<file path="config.mk">
export PLATFORM = sky130hd
export DESIGN_NAME = ft12_controller
export DESIGN_NICKNAME = d
export VERILOG_FILES = /design/src/rtl/ft12_pkg.sv /design/src/rtl/ft12_controller.sv
export SDC_FILE = /design/constraint.sdc
export NUM_CORES = 1
export LEC_CHECK = 0
export BUFFER_PORTS_ARGS = -buffer_cell sky130_fd_sc_hd__clkbuf_2
export CORE_ASPECT_RATIO = 0.75
export CORE_UTILIZATION = 42
export DETAILED_ROUTE_END_ITERATION = 16
export HOLD_SLACK_MARGIN = 0.12
export PLACE_DENSITY_LB_ADDON = 0.1
export SYNTH_ARGS = -nofsm -noshare
export SYNTH_HDL_FRONTEND = slang
export SYNTH_SLANG_ARGS = --single-unit
</file>
<file path="constraint.sdc">
create_clock -name clk -period 5.5 [get_ports clk]
set_input_delay 0.275 -clock clk [delete_from_list [all_inputs] [get_ports clk]]
set_output_delay 0.275 -clock clk [all_outputs]
set_load 0.01 [all_outputs]
</file>
<file path="src/rtl/ft12_pkg.sv">
// shared types, codes and constants of the ft1.2 frame receiver
`timescale 1ns / 1ps

package ft12_pkg;

    localparam int BUFFER_DEPTH_DEF = 512;
    localparam int MAX_RESULTS      = 8;
    localparam int OFF_W            = 9;

    localparam logic [7:0] BYTE_ACK   = 8'hE5;
    localparam logic [7:0] BYTE_SHORT = 8'h10;
    localparam logic [7:0] BYTE_LONG  = 8'h68;
    localparam logic [7:0] BYTE_END   = 8'h16;
    localparam logic [7:0] CTL_F3     = 8'hF3;
    localparam logic [7:0] CTL_D3     = 8'hD3;
    localparam logic [7:0] DATA_RESET = 8'hA0;
    localparam logic [3:0] NIB_ZERO   = 4'h0;

    localparam logic OP_LINE = 1'b0;
    localparam logic OP_READ = 1'b1;

    typedef enum logic [2:0] {
        EV_SEND_ACK = 3'd0,
        EV_ACK_RX   = 3'd1,
        EV_RESET    = 3'd2,
        EV_DELIVER  = 3'd3,
        EV_READ     = 3'd4
    } ev_t;

    typedef enum logic [2:0] {
        OFF_0,
        OFF_1,
        OFF_2,
        OFF_3,
        OFF_4,
        OFF_LSUM,
        OFF_LEND
    } off_sel_t;

    typedef enum logic [1:0] {
        DROP_NONE,
        DROP_1,
        DROP_4,
        DROP_TOTAL
    } drop_t;

    typedef enum logic [1:0] {
        WALK_SUM,
        WALK_CMP,
        WALK_COPY
    } walk_mode_t;

    typedef enum logic [4:0] {
        ST_IDLE,
        ST_RD_PAY,
        ST_SCAN,
        ST_DEC,
        ST_EM_ACKRX,
        ST_SH_C1,
        ST_SH_C2,
        ST_SH_C3,
        ST_EM_SACK,
        ST_EM_RST,
        ST_LG_L1,
        ST_LG_L2,
        ST_LG_L3,
        ST_LG_SUM,
        ST_LG_CK1,
        ST_LG_CK2,
        ST_EM_LACK,
        ST_LG_CTL,
        ST_LG_CMP,
        ST_LG_CMPEND,
        ST_LG_COPY,
        ST_EM_DEL,
        ST_FINISH
    } state_t;

    typedef struct packed {
        logic       acc_line;
        logic       acc_read;
        logic       rd_en;
        off_sel_t   off_sel;
        logic       cap_c;
        logic       cap_eq;
        logic       cap_sum_ok;
        drop_t      drop;
        logic       seq_short;
        logic       seq_toggle;
        logic       clr_waiting;
        logic       walk_start;
        walk_mode_t walk_mode;
        logic       walk_en;
        logic       diff_init;
        logic       set_dlen;
        logic       emit;
        ev_t        emit_ev;
        logic       finish;
    } ctrl_cmd_t;

    typedef struct packed {
        logic [7:0] rdata;
        logic       count_zero;
        logic       count_lt4;
        logic       count_lt7;
        logic       count_lt_total;
        logic       eq;
        logic       c_nib_zero;
        logic       l_zero;
        logic       plen_zero;
        logic       len_ne;
        logic       ctl_rep;
        logic       ctl_nxt;
        logic       differ;
        logic       walk_done;
        logic       emit_ready;
        logic       waiting;
    } dp_status_t;

endpackage

</file>
<file path="src/rtl/ft12_controller.sv">
// frame scan sequencer of the ft1.2 frame receiver
`timescale 1ns / 1ps

module ft12_controller (
    input  logic                  clk,
    input  logic                  rst_n,
    input  logic                  in_valid,
    output logic                  in_stall,
    input  logic                  opcode,
    input  ft12_pkg::dp_status_t  status,
    output ft12_pkg::ctrl_cmd_t   cmd
);

    ft12_pkg::state_t state_reg;
    ft12_pkg::state_t state_next;

    always_ff @(posedge clk or negedge rst_n)
    begin
        if (!rst_n)
        begin
            state_reg <= ft12_pkg::ST_IDLE;
        end
        else
        begin
            state_reg <= state_next;
        end
    end

    always_comb
    begin
        cmd        = '0;
        state_next = state_reg;
        in_stall   = (state_reg != ft12_pkg::ST_IDLE);
        case (state_reg)
            ft12_pkg::ST_IDLE:
            begin
                if (in_valid)
                begin
                    if (opcode == ft12_pkg::OP_READ)
                    begin
                        cmd.acc_read = 1'b1;
                        state_next   = ft12_pkg::ST_RD_PAY;
                    end
                    else
                    begin
                        cmd.acc_line = 1'b1;
                        state_next   = ft12_pkg::ST_SCAN;
                    end
                end
            end
            ft12_pkg::ST_RD_PAY:
            begin
                cmd.emit    = 1'b1;
                cmd.emit_ev = ft12_pkg::EV_READ;
                if (status.emit_ready)
                begin
                    state_next = ft12_pkg::ST_FINISH;
                end
            end
            ft12_pkg::ST_SCAN:
            begin
                if (status.count_zero)
                begin
                    state_next = ft12_pkg::ST_FINISH;
                end
                else
                begin
                    cmd.rd_en   = 1'b1;
                    cmd.off_sel = ft12_pkg::OFF_0;
                    state_next  = ft12_pkg::ST_DEC;
                end
            end
            ft12_pkg::ST_DEC:
            begin
                if (status.rdata == ft12_pkg::BYTE_ACK)
                begin
                    if (status.waiting)
                    begin
                        state_next = ft12_pkg::ST_EM_ACKRX;
                    end
                    else
                    begin
                        cmd.drop   = ft12_pkg::DROP_1;
                        state_next = ft12_pkg::ST_SCAN;
                    end
                end
                else if (status.rdata == ft12_pkg::BYTE_SHORT)
                begin
                    if (status.count_lt4)
                    begin
                        state_next = ft12_pkg::ST_FINISH;
                    end
                    else
                    begin
                        cmd.rd_en   = 1'b1;
                        cmd.off_sel = ft12_pkg::OFF_1;
                        state_next  = ft12_pkg::ST_SH_C1;
                    end
                end
                else if (status.rdata == ft12_pkg::BYTE_LONG)
                begin
                    if (status.count_lt7)
                    begin
                        state_next = ft12_pkg::ST_FINISH;
                    end
                    else
                    begin
                        cmd.rd_en   = 1'b1;
                        cmd.off_sel = ft12_pkg::OFF_1;
                        state_next  = ft12_pkg::ST_LG_L1;
                    end
                end
                else
                begin
                    cmd.drop   = ft12_pkg::DROP_1;
                    state_next = ft12_pkg::ST_SCAN;
                end
            end
            ft12_pkg::ST_EM_ACKRX:
            begin
                cmd.emit    = 1'b1;
                cmd.emit_ev = ft12_pkg::EV_ACK_RX;
                if (status.emit_ready)
                begin
                    cmd.clr_waiting = 1'b1;
                    cmd.drop        = ft12_pkg::DROP_1;
                    state_next      = ft12_pkg::ST_SCAN;
                end
            end
            ft12_pkg::ST_SH_C1:
            begin
                cmd.cap_c   = 1'b1;
                cmd.rd_en   = 1'b1;
                cmd.off_sel = ft12_pkg::OFF_2;
                state_next  = ft12_pkg::ST_SH_C2;
            end
            ft12_pkg::ST_SH_C2:
            begin
                cmd.cap_eq  = 1'b1;
                cmd.rd_en   = 1'b1;
                cmd.off_sel = ft12_pkg::OFF_3;
                state_next  = ft12_pkg::ST_SH_C3;
            end
            ft12_pkg::ST_SH_C3:
            begin
                if (status.eq && status.rdata == ft12_pkg::BYTE_END)
                begin
                    cmd.seq_short = 1'b1;
                    state_next    = ft12_pkg::ST_EM_SACK;
                end
                else
                begin
                    cmd.drop   = ft12_pkg::DROP_1;
                    state_next = ft12_pkg::ST_SCAN;
                end
            end
            ft12_pkg::ST_EM_SACK:
            begin
                cmd.emit    = 1'b1;
                cmd.emit_ev = ft12_pkg::EV_SEND_ACK;
                if (status.emit_ready)
                begin
                    if (status.c_nib_zero)
                    begin
                        state_next = ft12_pkg::ST_EM_RST;
                    end
                    else
                    begin
                        cmd.drop   = ft12_pkg::DROP_4;
                        state_next = ft12_pkg::ST_SCAN;
                    end
                end
            end
            ft12_pkg::ST_EM_RST:
            begin
                cmd.emit    = 1'b1;
                cmd.emit_ev = ft12_pkg::EV_RESET;
                if (status.emit_ready)
                begin
                    cmd.drop   = ft12_pkg::DROP_4;
                    state_next = ft12_pkg::ST_SCAN;
                end
            end
            ft12_pkg::ST_LG_L1:
            begin
                cmd.cap_c   = 1'b1;
                cmd.rd_en   = 1'b1;
                cmd.off_sel = ft12_pkg::OFF_2;
                state_next  = ft12_pkg::ST_LG_L2;
            end
            ft12_pkg::ST_LG_L2:
            begin
                cmd.cap_eq  = 1'b1;
                cmd.rd_en   = 1'b1;
                cmd.off_sel = ft12_pkg::OFF_3;
                state_next  = ft12_pkg::ST_LG_L3;
            end
            ft12_pkg::ST_LG_L3:
            begin
                if (!(status.eq && status.rdata == ft12_pkg::BYTE_LONG))
                begin
                    cmd.drop   = ft12_pkg::DROP_1;
                    state_next = ft12_pkg::ST_SCAN;
                end
                else if (status.count_lt_total)
                begin
                    state_next = ft12_pkg::ST_FINISH;
                end
                else
                begin
                    cmd.walk_start = 1'b1;
                    cmd.walk_mode  = ft12_pkg::WALK_SUM;
                    state_next     = ft12_pkg::ST_LG_SUM;
                end
            end
            ft12_pkg::ST_LG_SUM:
            begin
                cmd.walk_en   = 1'b1;
                cmd.walk_mode = ft12_pkg::WALK_SUM;
                if (status.walk_done)
                begin
                    cmd.rd_en   = 1'b1;
                    cmd.off_sel = ft12_pkg::OFF_LSUM;
                    state_next  = ft12_pkg::ST_LG_CK1;
                end
            end
            ft12_pkg::ST_LG_CK1:
            begin
                cmd.cap_sum_ok = 1'b1;
                cmd.rd_en      = 1'b1;
                cmd.off_sel    = ft12_pkg::OFF_LEND;
                state_next     = ft12_pkg::ST_LG_CK2;
            end
            ft12_pkg::ST_LG_CK2:
            begin
                if (status.eq && status.rdata == ft12_pkg::BYTE_END)
                begin
                    cmd.rd_en   = 1'b1;
                    cmd.off_sel = ft12_pkg::OFF_4;
                    state_next  = ft12_pkg::ST_EM_LACK;
                end
                else
                begin
                    cmd.drop   = ft12_pkg::DROP_TOTAL;
                    state_next = ft12_pkg::ST_SCAN;
                end
            end
            ft12_pkg::ST_EM_LACK:
            begin
                cmd.emit    = 1'b1;
                cmd.emit_ev = ft12_pkg::EV_SEND_ACK;
                if (status.emit_ready)
                begin
                    state_next = ft12_pkg::ST_LG_CTL;
                end
            end
            ft12_pkg::ST_LG_CTL:
            begin
                if (status.l_zero)
                begin
                    cmd.drop   = ft12_pkg::DROP_TOTAL;
                    state_next = ft12_pkg::ST_SCAN;
                end
                else if (status.ctl_rep)
                begin
                    cmd.diff_init = 1'b1;
                    if (status.len_ne || status.plen_zero)
                    begin
                        state_next = ft12_pkg::ST_LG_CMPEND;
                    end
                    else
                    begin
                        cmd.walk_start = 1'b1;
                        cmd.walk_mode  = ft12_pkg::WALK_CMP;
                        state_next     = ft12_pkg::ST_LG_CMP;
                    end
                end
                else if (status.ctl_nxt)
                begin
                    cmd.seq_toggle = 1'b1;
                    cmd.walk_start = 1'b1;
                    cmd.walk_mode  = ft12_pkg::WALK_COPY;
                    state_next     = ft12_pkg::ST_LG_COPY;
                end
                else
                begin
                    cmd.drop   = ft12_pkg::DROP_TOTAL;
                    state_next = ft12_pkg::ST_SCAN;
                end
            end
            ft12_pkg::ST_LG_CMP:
            begin
                cmd.walk_en   = 1'b1;
                cmd.walk_mode = ft12_pkg::WALK_CMP;
                if (status.walk_done)
                begin
                    state_next = ft12_pkg::ST_LG_CMPEND;
                end
            end
            ft12_pkg::ST_LG_CMPEND:
            begin
                cmd.seq_toggle = status.differ;
                cmd.drop       = ft12_pkg::DROP_TOTAL;
                state_next     = ft12_pkg::ST_SCAN;
            end
            ft12_pkg::ST_LG_COPY:
            begin
                cmd.walk_en   = 1'b1;
                cmd.walk_mode = ft12_pkg::WALK_COPY;
                if (status.walk_done)
                begin
                    cmd.set_dlen = 1'b1;
                    state_next   = ft12_pkg::ST_EM_DEL;
                end
            end
            ft12_pkg::ST_EM_DEL:
            begin
                cmd.emit    = 1'b1;
                cmd.emit_ev = ft12_pkg::EV_DELIVER;
                if (status.emit_ready)
                begin
                    cmd.drop   = ft12_pkg::DROP_TOTAL;
                    state_next = ft12_pkg::ST_SCAN;
                end
            end
            ft12_pkg::ST_FINISH:
            begin
                cmd.finish = 1'b1;
                if (status.emit_ready)
                begin
                    state_next = ft12_pkg::ST_IDLE;
                end
            end
            default:
            begin
                state_next = ft12_pkg::ST_IDLE;
            end
        endcase
    end

endmodule
</file>
==> flow_metrics.env, run 1 <==
export IMPL_start_kind="input pin"
export IMPL_finClkSkew_ns=0.000871
export IMPL_fin_crit_ns=2.80
export IMPL_cts_clk_slew_worst_paths_ns=0.03
export IMPL_drc=0
export IMPL_yosys_area_top_type="dfrtp_1"
export IMPL_vias=1714
export IMPL_drive_gt1_share_pct=27.9
export IMPL_cts_inserted_buffers=3
export IMPL_io_pins=53
export IMPL_finalWorstSetupSlack_ns=2.70
export IMPL_cts_resized_gates=0
export IMPL_cp_cell_sequence="clkbuf_2 -> or4b_4 -> or4_1 -> a21oi_2 -> o32ai_1 -> or4_1 -> clkbuf_2"
export IMPL_final_period_utilization_pct=50.9
export IMPL_wirelength_mm=4.07
export IMPL_hold_viol=0
export IMPL_fp_dieH_um=49.7
export IMPL_fin_tns_setup_ns=0
export IMPL_max_stage_delay_ns=0.60
export IMPL_critPathArrivalTime_ns=2.53
export IMPL_start_util_pct=46.4
export IMPL_syn_instance_count=196
export IMPL_worstHoldPathType="in -> async"
export IMPL_rows=16
export IMPL_crit_fanout=6
export IMPL_layout_nets=268
export IMPL_synth_fa_ha_area_share_pct=0
export IMPL_synth_top_area_share_pct=9.82
export IMPL_cts_root_buf="clkbuf_8"
export IMPL_worst_path_max_delay_cell="or4_1"
export IMPL_viasPerCell=6.21
export IMPL_drv_slew=0
export IMPL_synth_nets=223
export IMPL_gp_congestion=0.987
export IMPL_clock_fmax_ghz=0.357
export IMPL_drt_iter0_drc=147
export IMPL_synth_commonest_cells="a21oi_1 (20), nor2_1 (20), nand2_1 (16), nor3_1 (11), o21ai_0 (10)"
export IMPL_routedWlPerCell_um=14.8
export IMPL_antenna_cells=0
export IMPL_synth_compound_area_share_pct=31.8
export IMPL_cp_end_kind="output pin"
export IMPL_grt_ovfl_total=0
export IMPL_io_buffer_count=52
export IMPL_largest_reg_flops=5
export IMPL_status="complete, no violations"
export IMPL_ys_ff_latch=5
export IMPL_p_leak_nw=0.671
export IMPL_grt_max_degree=35
export IMPL_worstMarginPinSlew_ns=0.873
export IMPL_dieWidth_um=65.6
export IMPL_die_area_mm2=0.00326
export IMPL_grt_pass1_vias=1386
export IMPL_place_ws_ns=2.73
export IMPL_grt_pass1_wl_mm=6.57
export IMPL_gr_usage_all_layers_pct=25.4
export IMPL_htree_levels=1
export IMPL_cts_sinks=5
export IMPL_syn_mean_instance_area_um2=6.50
export IMPL_drt_pre_antenna_iters=5
export IMPL_synth_ff_type="dfrtp_1"
export IMPL_crit_buf_inv=2
export IMPL_crit_type="in -> out"
export IMPL_synth_xor_area_share_pct=1.38
export IMPL_max_cap_violations=0
export IMPL_worstSkewPairLatency_ns=0.22
export IMPL_postRouteAntennaNets=0
export IMPL_synthMuxAreaShare_pct=2.36
export IMPL_synth_area_top_cells="dfrtp_1 (9.8%), a21oi_1 (7.9%), nor2_1 (5.9%)"
export IMPL_cts_path_max_buffers=2
export IMPL_utilization_pct=57.6
export IMPL_synth_warnings=0
export IMPL_synth_edf_count=0
export IMPL_yosysSeqAreaShare_pct=9.82
export IMPL_syn2layout_area_growth_pct=24.0
export IMPL_antenna_found_initial=0
export IMPL_ir_drop_mv=0.460
export IMPL_synth_top_family_by_area="simple AND/OR/NAND/NOR gates"
export IMPL_timing_max_slew_rel_slack_pct=41.8
export IMPL_dpl_hpwl_mm=3.15
export IMPL_cts_tree="built"
export IMPL_core_mm2=0.00274
export IMPL_cp_data_required_time_ns=5.22
export IMPL_critPathTopFamily="simple AND/OR/NAND/NOR gates"
export IMPL_async_reset_ff_share_pct=100
export IMPL_setup_viol=0
export IMPL_syn_area_mm2=0.00127
export IMPL_synth_simple_area_share_pct=48.2
export IMPL_p_per_area_mw_per_mm2=482
export IMPL_synth_cell_types=56
export IMPL_rsz0062_at_grt="no"
export IMPL_dpl_cell_area_mm2=0.00152
export IMPL_stdcell_area_mm2=0.00158
## worst register-to-register path, cell delays in order, from the launching register on
cell and delay (ns):
dfrtp_1 0.83, or3b_2 0.52, a2111oi_0 0.51, nor3_1 0.19, and2_1 0.27, mux2i_1 0.14
## cells in the final DEF, fill, tap and decap left out, drive strengths merged, types with 4 or more instances in the layout
cell    Yosys  final
nor2       20     20
a21oi      21     21
nor3       11     11
nor4        4      4
o21ai      10     10
inv         5      5
nand2b      4      4
nand3       5      5
nor2b       6      6
a31oi       4      4
clkbuf      9     56
dfrtp       5      5
nand2      16     16
and3        4      4
or3         7      7
nor3b       4      4
## per-stage QoR
| stage | std cells | hold WS, ns | power [W] |
|---|---|---|---|
| 5_1_grt | 276 | 0.424 | 0.000828 |
| 3_5_place_dp | 271 | 0.0954 | 0.000678 |
| 2_1_floorplan | 196 | -0.0206 | 0.000527 |
| 6_report | 276 | 0.410 | 0.000762 |
| 3_3_place_gp | 271 | 0.0943 | 0.000685 |
| 4_1_cts | 276 | 0.406 | 0.000751 |
## area by class of cell
class,instances,area [um^2]
fillers,279,1160
multi-input cells,172,1070
clock buffers,4,45.0
repair buffers,54,278
inverters,5,18.8
well taps,36,45.0
flip-flops and latches,5,125
## cells by family after synthesis
group           after synthesis
mux                           3
xor+xnor                      2
simple gates                106
compound gates               61
buf+inv                      19
flops                         5
## what timing repair did
action	CTS	global route
setup endpoints to repair	0	0
hold buffers	1	0
hold endpoints to repair	5	0
setup buffers	0	0
## worst paths after layout
path | from | to | slack [ns] | depth (start not counted)
max | status[18] | cmd[14] | 2.70 | 7
min | rst_n | state_reg[3] | 0.41 | 2
max reg2reg | state_reg[4] | state_reg[4] | 2.90 | 5
min reg2reg | state_reg[2] | state_reg[2] | 0.96 | 2
max in group asynchronous | rst_n | state_reg[2] | 4.95 | 2
min in group clk | status[11] | state_reg[1] | 0.54 | 4
## power breakdown
part / internal [W] / switching (W) / leakage [nW] / total [W]
combinational: 0.000228 / 0.000323 / 0.585 / 0.000551
sequential: 0.0000551 / 0.0000889 / 0.0623 / 0.000144
clock: 0.0000497 / 0.0000168 / 0.0228 / 0.0000665
total: 0.000333 / 0.000428 / 0.671 / 0.000762
## routing by layer
metal / track usage [%] / vias up / wire, um
li1: - / 846 / -
met1: 39.2 / 800 / 2020
met2: 36.8 / 66 / 1760
met3: 3.94 / 2 / 291
met4: 4.71 / 0 / 4
met5: 0 / - / 0
No activity file was read; power rests on OpenSTA's default activity.
==> inputs of run 2 (changes only) <==
--- a/config.mk
+++ b/config.mk
@@ -5,6 +5,7 @@
 export SDC_FILE = /design/constraint.sdc
 export NUM_CORES = 1
 export LEC_CHECK = 0
+export ABC_AREA = 1
 export BUFFER_PORTS_ARGS = -buffer_cell sky130_fd_sc_hd__clkbuf_2
 export CORE_ASPECT_RATIO = 0.75
 export CORE_UTILIZATION = 42
==> constraint.sdc (replaced) <==
create_clock -name clk -period 2.67 [get_ports clk]
set_input_delay 0.1335 -clock clk [delete_from_list [all_inputs] [get_ports clk]]
set_output_delay 0.1335 -clock clk [all_outputs]
set_load 0.01 [all_outputs]
==> run 2 against run 1 <==
  * Clock power rose by 120%
  * Final cell count grew 30%
  * Final area rose by 1.7%
  * Routed wire length down 1.2%
  * Synthesized area down 1.7%
  * Hold slack worse by 0.16 ns
  * Combinational power rose by 53%
  * Die area down 1.6%
  * First-iteration DRC count up 34%
  * Highest routed layer unchanged
==> flow_metrics.env, run 2 <==
export IMPL_status="complete, no violations"
export IMPL_syn_area_mm2=0.00125
export IMPL_rsz0062_at_grt="no"
export IMPL_wl_met1_mm=1.95
export IMPL_synth_warnings=0
export IMPL_cts_tree="built"
export IMPL_vias=1786
export IMPL_max_cap_violations=0
export IMPL_wl_met2_mm=1.57
export IMPL_start_kind="flip-flop"
export IMPL_timing_max_slew_rel_slack_pct=75.6
export IMPL_synth_edf_count=0
export IMPL_synth_top_area_share_pct=27.0
export IMPL_top_layer="met4"
export IMPL_synth_commonest_cells="nand2_1 (90), nor2_1 (55), inv_1 (43), nand3_1 (25), nand4_1 (10)"
export IMPL_worstMarginPinSlew_ns=0.364
export IMPL_io_buffer_count=52
export IMPL_cts_inserted_buffers=3
export IMPL_layout_nets=351
export IMPL_cp_end_kind="output pin"
export IMPL_layout_commonest_cell="nand2_1"
export IMPL_grt_ovfl_total=0
export IMPL_worst_path_max_delay_cell="dfrtp_1"
export IMPL_ys_ff_latch=5
export IMPL_fin_tns_setup_ns=0
export IMPL_syn_instance_count=267
export IMPL_clock_fmax_ghz=0.484
export IMPL_fin_crit_ns=2.07
export IMPL_worstHoldPathType="in -> async"
export IMPL_core_mm2=0.00272
export IMPL_synth_cell_types=19
export IMPL_grt_pass1_vias=1499
export IMPL_yosysMostFrequentCell="nand2_1"
export IMPL_start_util_pct=46.0
export IMPL_cp_cell_sequence="inv_2 -> nand3_1 -> nor2_1 -> nand4_1 -> o21ai_0 -> clkbuf_2"
export IMPL_routedWlPerCell_um=11.2
export IMPL_yosysSeqAreaShare_pct=9.99
export IMPL_critPathArrivalTime_ns=1.93
export IMPL_regArea_um2=125
export IMPL_fillers=322
export IMPL_worstSkewPairLatency_ns=0.23
export IMPL_drv_slew=0
export IMPL_wirelength_mm=4.02
export IMPL_drc=0
export IMPL_postCtsSetupBuffers=0
export IMPL_grt_pass1_wl_mm=6.73
export IMPL_cp_data_required_time_ns=2.54
export IMPL_htree_levels=1
export IMPL_rows=16
export IMPL_hold_viol=0
export IMPL_final_cell_mix="nand2_1 (90), nor2_1 (55), clkbuf_2 (52), inv_1 (43), nand3_1 (25)"
export IMPL_io_pins=53
export IMPL_die_area_mm2=0.00321
export IMPL_synth_ff_type="dfrtp_1"
export IMPL_largest_reg_flops=5
export IMPL_grt_max_degree=9
export IMPL_multiInputGateArea_um2=943
export IMPL_antenna_cells=0
export IMPL_cts_clk_slew_worst_paths_ns=0.04
export IMPL_drive_gt1_share_pct=21.4
export IMPL_cts_sinks=5
export IMPL_drt_pre_antenna_iters=5
export IMPL_synth_area_top_cells="nand2_1 (27%), nor2_1 (16%), inv_1 (13%)"
export IMPL_finClkSkew_ns=0.00796
export IMPL_p_leak_nw=1.07
export IMPL_route_met3_wl_um=453
export IMPL_dieWidth_um=65.1
export IMPL_ir_drop_mv=0.667
export IMPL_synth_nets=294
export IMPL_async_reset_ff_share_pct=100
export IMPL_syn_mean_instance_area_um2=4.69
export IMPL_crit_type="reg -> out"
export IMPL_viasPerCell=4.97
export IMPL_postRouteAntennaNets=0
export IMPL_final_period_utilization_pct=77.3
export IMPL_critPathTopFamily="simple AND/OR/NAND/NOR gates"
export IMPL_gp_congestion=1.03
export IMPL_yosys_area_top_type="nand2_1"
export IMPL_dpl_hpwl_mm=3.43
export IMPL_cts_root_buf="clkbuf_8"
export IMPL_syn2layout_area_growth_pct=28.2
export IMPL_cts_path_max_buffers=2
export IMPL_crit_buf_inv=2
export IMPL_setup_viol=0
export IMPL_hold_slack_ns=0.249
export IMPL_antenna_found_initial=0
export IMPL_max_stage_delay_ns=0.48
export IMPL_p_per_area_mw_per_mm2=721
export IMPL_crit_fanout=8
export IMPL_gr_usage_all_layers_pct=26.9
export IMPL_drt_iter0_drc=197
export IMPL_fp_dieH_um=49.3
run 2: per-layer routing:
metal,GRT usage [%],vias to the layer above
met1,41.3,744
met3,5.14,7
met4,6.52,0
met5,0,-
li1,-,946
met2,37.7,89
run 2: worst register-to-register path, stage by stage (launching register included):
cell	delay, ns
dfrtp_1	0.48
inv_2	0.18
nand3_1	0.22
nor2_1	0.33
nand4_1	0.21
nand2_1	0.14
inv_1	0.05
nand2_1	0.06
nand2_1	0.05
nand2_1	0.05
run 2: report_power, final:
| part | internal (W) | switching, W | total (W) |
|---|---|---|---|
| clock network | 0.000103 | 0.0000426 | 0.000146 |
| registers | 0.000107 | 0.0000616 | 0.000168 |
| logic | 0.000277 | 0.000566 | 0.000843 |
| total | 0.000487 | 0.000670 | 0.00116 |
run 2: timing repair:
action | in CTS | in global routing
gates resized for setup | 0 | 0
hold buffers | 1 | 0
endpoints found under the hold margin | 5 | 0
run 2: cell type report:
| class | instances | area share (%) |
|---|---|---|
| well taps | 36 | 2.81 |
| repair buffers | 53 | 16.8 |
| multi-input cells | 214 | 58.8 |
| flip-flops and latches | 5 | 7.79 |
| clock buffers | 4 | 2.81 |
| inverters | 47 | 11.0 |
run 2: final timing paths:
kind                               from           end  slack [ns]  cells after the start
max in group asynchronous         rst_n  state_reg[1]        2.28                      2
hold / removal                    rst_n  state_reg[3]        0.25                      2
setup reg to reg           state_reg[4]  state_reg[3]        0.84                      9
min in group clk              status[9]  state_reg[0]        0.30                      5
hold reg to reg            state_reg[3]  state_reg[3]        0.59                      2
setup / recovery           state_reg[4]       cmd[10]        0.60                      6
run 2: cell families (layout without fill, tap and decap cells):
logic type / after synthesis / count (layout) / synth area share, %
flip-flops: 5 / 5 / 9.99
buffers and inverters: 48 / 104 / 14.7
AND/OR/NAND/NOR: 194 / 194 / 66.9
AO/OA/AOI/OAI: 20 / 20 / 8.39
run 2: stage by stage:
step	utilization, %	cells	total power, W	setup WS [ns]	cell area (um^2)
after floorplan	-	267	0.000747	1.15	1250
after global placement	56.9	354	0.000996	0.829	1550
after detailed placement	56.9	354	0.000996	0.896	1550
after CTS	59.0	359	0.00115	0.656	1610
after global routing	59.0	359	0.00128	0.487	1610
final	59.0	359	0.00116	0.605	1610
==> inputs of run 3 (changes only) <==
==> constraint.sdc (replaced) <==
create_clock -name clk -period 1.97 [get_ports clk]
set_input_delay 0.0985 -clock clk [delete_from_list [all_inputs] [get_ports clk]]
set_output_delay 0.0985 -clock clk [all_outputs]
set_load 0.01 [all_outputs]
==> run 3 against run 2 <==
  * Power increased by 38%
  * Sequential share of layout area about the same
  * Critical path depth unchanged
  * Critical path type unchanged
  * Largest power group unchanged
==> flow_metrics.env, run 3 (synthesized netlist as in run 2, its figures left out) <==
export IMPL_cts_tree="built"
export IMPL_reg2reg_slack_ns=0.24
export IMPL_cts_sinks=5
export IMPL_ir_drop_mv=0.840
export IMPL_drc=0
export IMPL_cts_clk_slew_worst_paths_ns=0.04
export IMPL_gp_congestion=1.00
export IMPL_drt_pre_antenna_iters=5
export IMPL_antenna_cells=0
export IMPL_cts_inserted_buffers=3
export IMPL_rows=16
export IMPL_cp_end_kind="output pin"
export IMPL_worstMarginPinSlew_ns=0.386
export IMPL_syn2layout_area_growth_pct=30.1
export IMPL_p_leak_nw=1.07
export IMPL_vias=1832
export IMPL_finalWorstSetupSlack_ns=0.0635
export IMPL_htree_levels=1
export IMPL_grt_pass1_wl_mm=6.71
export IMPL_cp_cell_sequence="nor2_2 -> nand2_2 -> nor2_4 -> o211ai_1 -> nand3b_1 -> clkbuf_2"
export IMPL_die_area_mm2=0.00321
export IMPL_cts_path_max_buffers=2
export IMPL_hold_viol=0
export IMPL_worstSkewPairLatency_ns=0.23
export IMPL_p_per_area_mw_per_mm2=978
export IMPL_start_kind="flip-flop"
export IMPL_viasPerCell=5.09
export IMPL_worstHoldPathType="in -> async"
export IMPL_place_ws_ns=0.307
export IMPL_grt_pass1_vias=1544
export IMPL_layout_nets=352
export IMPL_routedWlPerCell_um=11.2
export IMPL_setup_viol=0
export IMPL_io_buffer_count=52
export IMPL_largest_reg_flops=5
export IMPL_reg2reg_to="state_reg[2]"
export IMPL_reg2reg_depth=9
export IMPL_max_stage_delay_ns=0.45
export IMPL_final_period_utilization_pct=96.8
export IMPL_status="complete, no violations"
export IMPL_layout_commonest_cell="nand2_1"
export IMPL_postCtsSetupBuffers=0
export IMPL_utilization_pct=59.8
export IMPL_crit_fanout=7
export IMPL_fin_tns_setup_ns=0
export IMPL_start_util_pct=46.0
export IMPL_postRouteAntennaNets=0
export IMPL_gr_usage_all_layers_pct=26.9
export IMPL_drive_gt1_share_pct=23.5
export IMPL_dieWidth_um=65.1
export IMPL_max_cap_violations=0
export IMPL_antenna_found_initial=0
export IMPL_fin_crit_ns=1.91
export IMPL_rr_startpoint="state_reg[3]"
export IMPL_final_cell_mix="nand2_1 (90), clkbuf_2 (52), nor2_1 (51), inv_1 (43), nand3_1 (24)"
export IMPL_critPathArrivalTime_ns=1.81
export IMPL_core_mm2=0.00272
export IMPL_cts_root_buf="clkbuf_8"
export IMPL_drv_slew=0
export IMPL_grt_ovfl_total=0
export IMPL_timing_max_slew_rel_slack_pct=74.1
export IMPL_finClkSkew_ns=0.00541
export IMPL_cp_data_required_time_ns=1.87
export IMPL_worst_path_max_delay_cell="dfrtp_1"
export IMPL_grt_max_degree=9
export IMPL_drt_iter0_drc=161
export IMPL_io_pins=53
export IMPL_rsz0062_at_grt="no"
export IMPL_dpl_hpwl_mm=3.43
export IMPL_fp_dieH_um=49.3
export IMPL_wirelength_mm=4.04
export IMPL_clock_fmax_ghz=0.525
export IMPL_crit_type="reg -> out"
## run 3: worst max path at each step
stage                 startpoint            to
global placement    state_reg[3]  state_reg[0]
floorplan           state_reg[1]        cmd[8]
finish              state_reg[3]       cmd[22]
CTS                 state_reg[3]       cmd[14]
global route        state_reg[2]       cmd[22]
detailed placement  state_reg[3]  state_reg[0]
## run 3: layout make-up
cell class / count / area (um^2)
inverters: 47 / 176
well taps: 36 / 45.0
clock buffers: 4 / 45.0
flip-flops and latches: 5 / 126
repair buffers: 54 / 278
fillers: 322 / 1090
multi-input cells: 214 / 958
## run 3: per-stage QoR
step                      hold WS (ns)  instance area [um^2]  std cells  total power [W]
after floorplan                 -0.197                  1250        267          0.00101
after global placement         -0.0746                  1560        355          0.00136
after detailed placement       -0.0751                  1560        355          0.00136
after CTS                        0.218                  1610        360          0.00156
after global routing             0.245                  1630        360          0.00174
final                            0.215                  1630        360          0.00159
## run 3: what timing repair did
action                                  in CTS  in global routing
hold buffers                                 1                  0
hold endpoints to repair                     5                  0
gates resized for setup                      0                  6
endpoints found under the setup margin       0                  5
## run 3: critical path: cells and delay by family, from the launching register on
| kind | cells | cell delay (ns) |
|---|---|---|
| simple gates | 4 | 0.80 |
| buf+inv | 1 | 0.13 |
| compound gates | 1 | 0.21 |
| flops | 1 | 0.45 |
## run 3: where the power goes
group	total (W)	internal, W	switching [W]
combinational	0.00117	0.000379	0.000791
clock	0.000197	0.000139	0.0000574
sequential	0.000227	0.000147	0.0000805
## run 3: routing by layer
layer	up-vias	routed length, um	global-route usage (%)
li1	946	-	-
met1	777	1910	40.1
met2	98	1580	40.1
met3	11	476	5.14
met4	0	71	4.35
met5	-	0	0
